==> config.mk <==
export PLATFORM = sky130hd
export DESIGN_NAME = ack_frame_receiver
export DESIGN_NICKNAME = d
export VERILOG_FILES = /design/src/hdl/afr_pkg.sv /design/src/hdl/ack_frame_receiver.sv /design/src/hdl/afr_cfg_regs.sv /design/src/hdl/afr_parser.sv
export SDC_FILE = /design/constraint.sdc
export NUM_CORES = 1
export LEC_CHECK = 0
export ABC_AREA = 1
export BUFFER_PORTS_ARGS = -buffer_cell sky130_fd_sc_hd__buf_2
export CORE_MARGIN = 10
export CORE_UTILIZATION = 56
export DETAILED_ROUTE_END_ITERATION = 8
export GPL_TIMING_DRIVEN = 1
export HOLD_SLACK_MARGIN = 0.03
export PLACE_DENSITY_LB_ADDON = 0.08
export RECOVER_POWER = 25
export SETUP_SLACK_MARGIN = 0.02
export SYNTH_ARGS = -nofsm -noshare
export SYNTH_HDL_FRONTEND = slang
export SYNTH_SLANG_ARGS = --single-unit
==> constraint.sdc <==
create_clock -name clk_i -period 5.1 [get_ports clk_i]
set_input_delay 0.765 -clock clk_i [delete_from_list [all_inputs] [get_ports clk_i]]
set_output_delay 0.765 -clock clk_i [all_outputs]
set_load 0.05 [all_outputs]
==> src/hdl/afr_pkg.sv <==
package afr_pkg;

  // Register map, byte address = 4 * index
  localparam int unsigned RegStartByte  = 0;
  localparam int unsigned RegAckCommand = 1;
  localparam int unsigned AddrW         = 3;

  localparam logic [7:0] StartByteRst  = 8'hAA;
  localparam logic [7:0] AckCommandRst = 8'h81;

  // Width of the packed result word on the master side
  localparam int unsigned ResDataW = 96;

  typedef struct packed {
    logic [7:0] start_byte;
    logic [7:0] ack_command;
  } cfg_t;

  typedef struct packed {
    logic [31:0] bad_ack_count;
    logic [31:0] good_ack_count;
    logic [7:0]  ack_status;
    logic [7:0]  ack_for_cmd;
    logic        ack_seen;
    logic        length_error;
    logic [4:0]  pay_len;
    logic [7:0]  frame_cmd;
    logic        checksum_ok;
    logic        frame_done;
  } res_t;

endpackage

==> src/hdl/ack_frame_receiver.sv <==
// Byte-stream frame receiver. Each byte taken on the slave stream yields exactly one
// result on the master stream, in order. Frames are start byte, command, length,
// payload, then a checksum equal to the 8-bit sum of command, length and payload.
// A length above PAYLOAD_MAX aborts the frame (length_error); a byte that ends or
// aborts a frame opens a new one at once if it equals the start byte. A good
// acknowledge frame (command = ack_command, length two) reports the acknowledged
// command and status and bumps the good or bad counter. Throughput is one byte per
// clock: the byte is held in an input register, parsed by one level of logic and
// the result lands in an output register, so a stall on the master side only
// holds the slave side once both registers are full. start_byte (0x0) and
// ack_command (0x4) are to be written over the APB port only while the stream is
// idle; the user is bound to this, the block itself does not enforce it.
module ack_frame_receiver #(
  parameter int unsigned PAYLOAD_MAX = 16
) (
  input  logic                      clk_i,
  input  logic                      rst_ni,
  // slave stream
  input  logic                      s_axis_tvalid,
  output logic                      s_axis_tready,
  input  logic [7:0]                s_axis_tdata,   // [7:0] rx_byte
  // master stream
  output logic                      m_axis_tvalid,
  input  logic                      m_axis_tready,
  // [0] checksum_ok, [8:1] frame_cmd, [13:9] pay_len, [14] length_error,
  // [15] ack_seen, [23:16] ack_for_cmd, [31:24] ack_status,
  // [63:32] good_ack_count, [95:64] bad_ack_count
  output logic [afr_pkg::ResDataW-1:0] m_axis_tdata,
  output logic                      m_axis_tlast,   // frame_done
  // APB configuration
  input  logic                      psel,
  input  logic                      penable,
  input  logic                      pwrite,
  input  logic [afr_pkg::AddrW-1:0] paddr,
  input  logic [31:0]               pwdata,
  output logic [31:0]               prdata,
  output logic                      pready
);
  import afr_pkg::*;

  cfg_t       cfg;
  res_t       res;
  res_t       out_q;
  logic       out_valid_q;
  logic       in_valid_q;
  logic [7:0] in_byte_q;
  logic       advance;
  logic       in_take;

  afr_cfg_regs u_cfg (
    .clk_i   (clk_i),
    .rst_ni  (rst_ni),
    .psel    (psel),
    .penable (penable),
    .pwrite  (pwrite),
    .paddr   (paddr),
    .pwdata  (pwdata),
    .prdata  (prdata),
    .pready  (pready),
    .cfg_o   (cfg)
  );

  // request moves from input register to output register when the latter is free
  assign advance       = in_valid_q & (~out_valid_q | m_axis_tready);
  assign s_axis_tready = ~in_valid_q | advance;
  assign in_take       = s_axis_tvalid & s_axis_tready;

  always_ff @(posedge clk_i or negedge rst_ni) begin
    if (!rst_ni) begin
      in_valid_q <= 1'b0;
    end else if (s_axis_tready) begin
      in_valid_q <= s_axis_tvalid;
    end
  end

  always_ff @(posedge clk_i) begin
    if (in_take) begin
      in_byte_q <= s_axis_tdata;
    end
  end

  afr_parser #(
    .PayloadMax (PAYLOAD_MAX)
  ) u_parser (
    .clk_i  (clk_i),
    .rst_ni (rst_ni),
    .cfg_i  (cfg),
    .step_i (advance),
    .byte_i (in_byte_q),
    .res_o  (res)
  );

  always_ff @(posedge clk_i or negedge rst_ni) begin
    if (!rst_ni) begin
      out_valid_q <= 1'b0;
    end else if (advance) begin
      out_valid_q <= 1'b1;
    end else if (m_axis_tready) begin
      out_valid_q <= 1'b0;
    end
  end

  always_ff @(posedge clk_i) begin
    if (advance) begin
      out_q <= res;
    end
  end

  assign m_axis_tvalid = out_valid_q;
  assign m_axis_tlast  = out_q.frame_done;
  assign m_axis_tdata  = {out_q.bad_ack_count, out_q.good_ack_count, out_q.ack_status,
                          out_q.ack_for_cmd, out_q.ack_seen, out_q.length_error,
                          out_q.pay_len, out_q.frame_cmd, out_q.checksum_ok};

endmodule

==> src/hdl/afr_cfg_regs.sv <==
module afr_cfg_regs (
  input  logic                      clk_i,
  input  logic                      rst_ni,
  input  logic                      psel,
  input  logic                      penable,
  input  logic                      pwrite,
  input  logic [afr_pkg::AddrW-1:0] paddr,
  input  logic [31:0]               pwdata,
  output logic [31:0]               prdata,
  output logic                      pready,
  output afr_pkg::cfg_t             cfg_o
);
  import afr_pkg::*;

  cfg_t cfg_q;
  logic wr_en;
  logic reg_sel;

  assign pready  = 1'b1;
  assign wr_en   = psel & penable & pwrite;
  assign reg_sel = paddr[2];

  always_ff @(posedge clk_i or negedge rst_ni) begin
    if (!rst_ni) begin
      cfg_q.start_byte  <= StartByteRst;
      cfg_q.ack_command <= AckCommandRst;
    end else if (wr_en) begin
      if (reg_sel == 1'(RegAckCommand)) begin
        cfg_q.ack_command <= pwdata[7:0];
      end else begin
        cfg_q.start_byte <= pwdata[7:0];
      end
    end
  end

  always_comb begin
    if (reg_sel == 1'(RegAckCommand)) begin
      prdata = {24'd0, cfg_q.ack_command};
    end else begin
      prdata = {24'd0, cfg_q.start_byte};
    end
  end

  assign cfg_o = cfg_q;

endmodule

==> src/hdl/afr_parser.sv <==
module afr_parser #(
  parameter int unsigned PayloadMax = 16
) (
  input  logic          clk_i,
  input  logic          rst_ni,
  input  afr_pkg::cfg_t cfg_i,
  input  logic          step_i,
  input  logic [7:0]    byte_i,
  output afr_pkg::res_t res_o
);
  import afr_pkg::*;

  localparam int unsigned LenW = $clog2(PayloadMax + 1);

  typedef enum logic [2:0] {
    PhWait    = 3'd0,
    PhCmd     = 3'd1,
    PhLen     = 3'd2,
    PhPayload = 3'd3,
    PhCheck   = 3'd4
  } phase_e;

  phase_e          phase_q, phase_d;
  logic [7:0]      cmd_q, cmd_d;
  logic [LenW-1:0] len_q, len_d;
  logic [LenW-1:0] idx_q, idx_d;
  logic [7:0]      sum_q, sum_d;
  logic [7:0]      pay0_q, pay1_q;
  logic [31:0]     good_q, good_d;
  logic [31:0]     bad_q, bad_d;
  logic            pay0_we, pay1_we;
  logic            is_start;
  logic [7:0]      sum_add;
  logic [LenW:0]   idx_inc;
  res_t            res;

  assign is_start = (byte_i == cfg_i.start_byte);
  assign sum_add  = sum_q + byte_i;
  assign idx_inc  = {1'b0, idx_q} + 1'b1;

  always_comb begin
    phase_d = phase_q;
    cmd_d   = cmd_q;
    len_d   = len_q;
    idx_d   = idx_q;
    sum_d   = sum_q;
    good_d  = good_q;
    bad_d   = bad_q;
    pay0_we = 1'b0;
    pay1_we = 1'b0;
    res     = '0;

    unique case (phase_q)
      PhWait: begin
        if (is_start) begin
          phase_d = PhCmd;
          len_d   = '0;
          idx_d   = '0;
          sum_d   = '0;
        end
      end
      PhCmd: begin
        cmd_d   = byte_i;
        sum_d   = byte_i;
        phase_d = PhLen;
      end
      PhLen: begin
        if ({1'b0, byte_i} > 9'(PayloadMax)) begin
          // bad length aborts; the same byte may open the next frame
          res.length_error = 1'b1;
          phase_d = is_start ? PhCmd : PhWait;
          cmd_d   = '0;
          len_d   = '0;
          idx_d   = '0;
          sum_d   = '0;
        end else begin
          len_d   = LenW'(byte_i);
          sum_d   = sum_add;
          idx_d   = '0;
          phase_d = (byte_i == 8'd0) ? PhCheck : PhPayload;
        end
      end
      PhPayload: begin
        pay0_we = (idx_q == '0);
        pay1_we = (idx_q == LenW'(1));
        idx_d   = idx_inc[LenW-1:0];
        sum_d   = sum_add;
        if (idx_inc >= {1'b0, len_q}) begin
          phase_d = PhCheck;
        end
      end
      PhCheck: begin
        res.frame_done = 1'b1;
        res.frame_cmd  = cmd_q;
        res.pay_len    = 5'(len_q);
        if (byte_i == sum_q) begin
          res.checksum_ok = 1'b1;
          if (cmd_q == cfg_i.ack_command && len_q == LenW'(2)) begin
            res.ack_seen    = 1'b1;
            res.ack_for_cmd = pay0_q;
            res.ack_status  = pay1_q;
            if (pay1_q != 8'd0) begin
              bad_d = bad_q + 32'd1;
            end else begin
              good_d = good_q + 32'd1;
            end
          end
        end
        phase_d = is_start ? PhCmd : PhWait;
        cmd_d   = '0;
        len_d   = '0;
        idx_d   = '0;
        sum_d   = '0;
      end
      default: begin
        phase_d = PhWait;
        cmd_d   = '0;
        len_d   = '0;
        idx_d   = '0;
        sum_d   = '0;
      end
    endcase

    res.good_ack_count = good_d;
    res.bad_ack_count  = bad_d;
  end

  always_ff @(posedge clk_i or negedge rst_ni) begin
    if (!rst_ni) begin
      phase_q <= PhWait;
      cmd_q   <= '0;
      len_q   <= '0;
      idx_q   <= '0;
      sum_q   <= '0;
      good_q  <= '0;
      bad_q   <= '0;
    end else if (step_i) begin
      phase_q <= phase_d;
      cmd_q   <= cmd_d;
      len_q   <= len_d;
      idx_q   <= idx_d;
      sum_q   <= sum_d;
      good_q  <= good_d;
      bad_q   <= bad_d;
    end
  end

  // first two payload bytes, no reset
  always_ff @(posedge clk_i) begin
    if (step_i && pay0_we) begin
      pay0_q <= byte_i;
    end
    if (step_i && pay1_we) begin
      pay1_q <= byte_i;
    end
  end

  assign res_o = res;

endmodule

* Word level (Yosys, flattened, before mapping) *
Cells that the tools add are included.

cells by class
  $add $sub $neg = 4
  $mul = 0
  divide/modulo/power cells = 0
  order comparisons = 2
  eq/ne operators = 12
  shift operators = 0
  muxes and demuxes = 32
  bitwise gates (word level) = 12
  reduce and logical (&&, ||, !) cells = 19

operator list
  cell                                                            count
  2-to-1 mux 32 bit                                               8
  adder 32 x 1 -> 32 bit (second input constant)                  2
  2-to-1 mux 8 bit                                                4
  one-hot mux 8 bit (4 select lines)                              1
  one-hot mux 5 bit (3 select lines)                              2
  == test 8 bit                                                   3
  one-hot mux 8 bit (3 select lines)                              1
  one-hot mux 3 bit (5 select lines)                              1
  AND reduction 3 bit                                             5
  2-to-1 mux 3 bit                                                4
  2-to-1 mux 5 bit                                                2
  2-to-1 mux 1 bit                                                9
  adder 8 bit                                                     1
  greater-than comparator 8 x 5 -> 1 bit (second input constant)  1
  zero test 8 bit                                                 1
  AND reduction 2 bit                                             4
  nonzero test 8 bit                                              1
  adder 5 x 1 -> 6 bit (second input constant)                    1
  == test 3 x 2 -> 1 bit (second input constant)                  2
  >= comparator 6 x 5 -> 1 bit                                    1
  inequality test 2 x 1 -> 1 bit (second input constant)          3
  NOT 1 bit                                                       6
  == test 5 x 1 -> 1 bit (second input constant)                  1
  == test 5 x 2 -> 1 bit (second input constant)                  1
  other kinds (9)                                                 16

storage, ports and cells
  bits in registers = 232
  latch bits = 0
  RAM bits = 0
  ROM bits = 0
  bits of input ports = 50
  output and inout bits = 132
  word-level logic and storage cells = 105
  memories kept = 0

* Longest topological paths before layout *
  word-level depth = 5
  depth in mapped cells = 15
  depth with buffers taken out = 13

* Cells and area by module *
A second synthesis with hierarchy kept.

second synthesis, totals
  cell total of the unflattened synthesis = 1458
  area total of the unflattened synthesis = 12152.9 um^2

modules (own cells, without submodules)
  module              instances  cells each  area each (um^2)  seq. area each (um^2)
  afr_parser          1          1216        7947.6            2807.7
  ack_frame_receiver  1          117         3248.1            3203.1
  afr_cfg_regs        1          125         957.2             407.9

* Least setup slack after synthesis *
Ideal clock, no wire load.

  kind = in2reg
  from = input port m_axis_tready
  to = register out_q, in the netlist m_axis_tdata[0] (enable)
  setup time = 0.499 ns
  arrival time = 4.231 ns
  data required time = 4.601 ns
  path slack = 0.369 ns
  cell stages on the path = 6
  path buffers = 2
  cells stage by stage = inv_1 > nand2_1 > nand2_1 > inv_1 > clkbuf_1 > clkbuf_1

between the ends
  longest elaborated chain between the ends = 2

RTL lines
  what                  RTL line                   text
  from (decl)           ack_frame_receiver.sv:24   input logic m_axis_tready,
  bitwise OR 1 bit      ack_frame_receiver.sv:64   assign advance = in_valid_q & (~out_valid_q | m_axis_tready);
  bitwise AND 1 bit     ack_frame_receiver.sv:64
  named net advance     ack_frame_receiver.sv:47   logic advance;
  to (signal assigned)  ack_frame_receiver.sv:105  out_q <= res;
  to (decl)             ack_frame_receiver.sv:43   res_t out_q;

The timed path passes the listed nets, and every way through them passes these cells.
A chain may end at the register's enable or synchronous reset.

==> flow_summary.yaml <==
logic_synthesis:
  ys_seq_area_frac: 0.541
  syn_area_sq_um: 11900
  synthTopCellsByArea: "edfxtp_1 31%, dfrtp_1 22%, nand2_1 15%, inv_1 5.2%, nor2_1 4.5%"
  synth_top_cell_by_area: "edfxtp_1"
  syn_area_per_cell_sq_um: 8.31
  yosysTopAreaCellShare: 0.306
  synthesis.instances: 1428
  yosys_register_bits: 232
  ys_warn_count: 0
  synth.distinct_cells: 43
detailed_routing:
  drtIter0Drc: 654
  vias_per_cell: 5.11
  wl_mm: 28.2
  drc_errors: 0
  antenna_left: 0
  post_drt_wl_per_cell_um: 15.3
  vias: 9443
  first_pass_iters: 5
clock_tree:
  clk_latency_ns: 0.53
  tritoncts: "yes"
  clk_pin_slew_worst_paths_ns: 0.06
  cts_buffers: 25
  htree_levels: 1
  post-cts-setup-buffers: 0
  cts_resized: 0
  clock-sinks: 232
  cts-root-buf: "clkbuf_16"
  holdBufCountCts: 0
  cts_buffer_depth: 3
setup_path:
  crit_buf_inv: 2
  arrival_ns: 4.29
  crit_family: "buffers and inverters"
  cp-start-kind: "input port"
  cp-end-kind: "asynchronous set/reset pin"
  critPathSlowestCell: "clkbuf_1"
  slowest_delay_ns: 2.50
  cp.required_ns: 5.66
  worstSetupPathType: "input port to asynchronous set/reset pin"
  crit_fanout: 61
  path_cells: "clkbuf_1 -> clkbuf_2"
finish:
  layout_commonest_cell: "nand2_1"
  num-nets-final: 1622
  final_layout_size_suffix_gt1_frac: 0.134
  antenna_cells: 0
  nFillCells: 1870
  layout.cells.non_filler: 1848
  area_growth_pct: 13.6
  final_cell_mix: "487 x nand2_1, 164 x inv_1, 143 x nor2_1"
pwr:
  pwr-share-seq: 0.424
  ir_drop_mv: 0.268
  intPower_mw: 3.76
  p_sw_mw: 2.03
  finalPower_mw: 5.79
  power_frac_clock: 0.322
  power_frac_comb: 0.254
  p_sw_frac: 0.350
  p_per_area_nw_per_um2: 429
  p_leak_nw: 6.38
sta:
  fmax_ghz: 0.268
  fin_crit_sh: 0.732
  finalSetupViolCount: 0
  hold_viol_final: 0
  slew_violations: 62
  rsz0062_at_grt: "no"
  tightest_slew_ns: 3.63
  fin_setup_tns_ns: 0
  max_slew_margin: -1.42
  skew_ns: 0.0151
  period_minus_slack_ns: 3.74
  layout_setup_ws_ns: 1.36
floorplanning:
  num_io_pins: 182
  dieHeight_um: 166
  die_w_um: 166
  die_area_sq_um: 27400
  rows: 53
  initial_core_util: 0.567
  coreArea_sq_um: 21000
run:
  drv_cap: 1
place:
  dp_hpwl_mm: 20.1
  finalWeightedCongestion: 0.892
  place_inst: 1802
  port_buffers: 130
  dpl_worst_slack_ns: 1.55
min_path:
  holdCritPathClass: "input port to flip-flop"
global_routing:
  grt_usage: 0.199
  grt_first_pass_wirelength_mm: 46.3
  antenna_found_initial: 0
  grt_max_degree: 71
  grt_overflow: 0
  grt_pass1_vias: 9173
status:
  status: "finished, violations left"
  violations: "max-capacitance violations, max-slew violations"
==> power groups by stage <==
stage | clock [mW] | sequential (mW) | combinational, mW
CTS | 1.90 | 2.46 | 1.49
global route | 1.98 | 2.48 | 1.63
global placement | 0 | 2.48 | 1.47
detailed placement | 0 | 2.49 | 1.49
floorplan | 0 | 2.82 | 0.796
finish | 1.86 | 2.45 | 1.47
==> cells by family after synthesis <==
| kind of cell | Yosys count | synth area share |
|---|---|---|
| simple gates | 836 | 0.302 |
| buf+inv | 236 | 0.0852 |
| flops | 232 | 0.541 |
| compound gates | 87 | 0.0384 |
| fa+ha+maj | 18 | 0.0196 |
| xor+xnor | 17 | 0.0132 |
| other cells | 2 | 0.000633 |
==> synth_stat cells, drive strengths merged <==
cell type	number
a21boi	1
a21o	2
a21oi	5
a31oi	1
and2	19
and3	1
buf	43
clkbuf	16
conb	2
dfrtp	105
dfstp	6
edfxtp	121
fa	1
ha	17
inv	177
nand2	490
nand3	89
nand3b	9
nand4	49
nor2	151
nor3	18
nor3b	2
nor4	4
o21ai	73
o21bai	4
o22ai	1
or2	4
xnor2	8
xor2	9
==> flip-flops by register name (all words and copies together), names as in the netlist <==
signal and cells:
in_byte_q 8, u_parser.good_q 32, m_axis_tdata 96, m_axis_tlast 1, in_valid_q 1, m_axis_tvalid 1, u_parser.sum_q 8, u_parser.pay0_q 8
u_cfg.cfg_o 16, u_parser.bad_q 32, u_parser.idx_q 5, u_parser.cmd_q 8, u_parser.phase_q 3, u_parser.pay1_q 8, u_parser.len_q 5
==> metrics by stage <==
| stage | hold WS, ns | cell area [sq um] | util |
|---|---|---|---|
| after floorplan | 0.453 | 12000 | - |
| after global placement | 0.468 | 12700 | 0.604 |
| after detailed placement | 0.475 | 12700 | 0.604 |
| after CTS | 0.377 | 13500 | 0.644 |
| after global routing | 0.401 | 13500 | 0.643 |
| final | 0.410 | 13500 | 0.643 |
==> final cells by class <==
| class | instances | area, sq um | share of cell area |
|---|---|---|---|
| Clock buffer | 34 | 679 | 0.0504 |
| Tap cell | 275 | 344 | 0.0255 |
| Clock inverter | 12 | 164 | 0.0122 |
| Timing Repair Buffer | 135 | 684 | 0.0508 |
| Sequential cell | 232 | 6420 | 0.476 |
| Multi-Input combinational cell | 983 | 4520 | 0.335 |
| Inverter | 177 | 669 | 0.0497 |
==> path summary, 6_finish.rpt <==
kind	start	to	slack (ns)	cells past startpoint
setup / recovery	rst_ni	u_parser.idx_q[3]	1.36	2
setup reg to reg	in_byte_q[3]	m_axis_tdata[72]	1.55	10
hold / removal	s_axis_tdata[4]	in_byte_q[4]	0.41	1
hold reg to reg	u_parser.sum_q[5]	u_parser.sum_q[5]	0.49	2
min in group asynchronous	rst_ni	u_parser.bad_q[16]	1.47	1
max in group clk_i	in_byte_q[3]	m_axis_tdata[72]	1.55	10
==> per-layer routing <==
| layer | up-vias | track usage | part of all wire |
|---|---|---|---|
| met2 | 256 | 0.339 | 0.49 |
| met1 | 4339 | 0.255 | 0.43 |
| met3 | 55 | 0.0345 | 0.058 |
| met4 | 0 | 0.0593 | 0.026 |
| li1 | 4793 | - | - |
| met5 | - | 0 | 0 |
No activity file was read; power rests on OpenSTA's default activity.
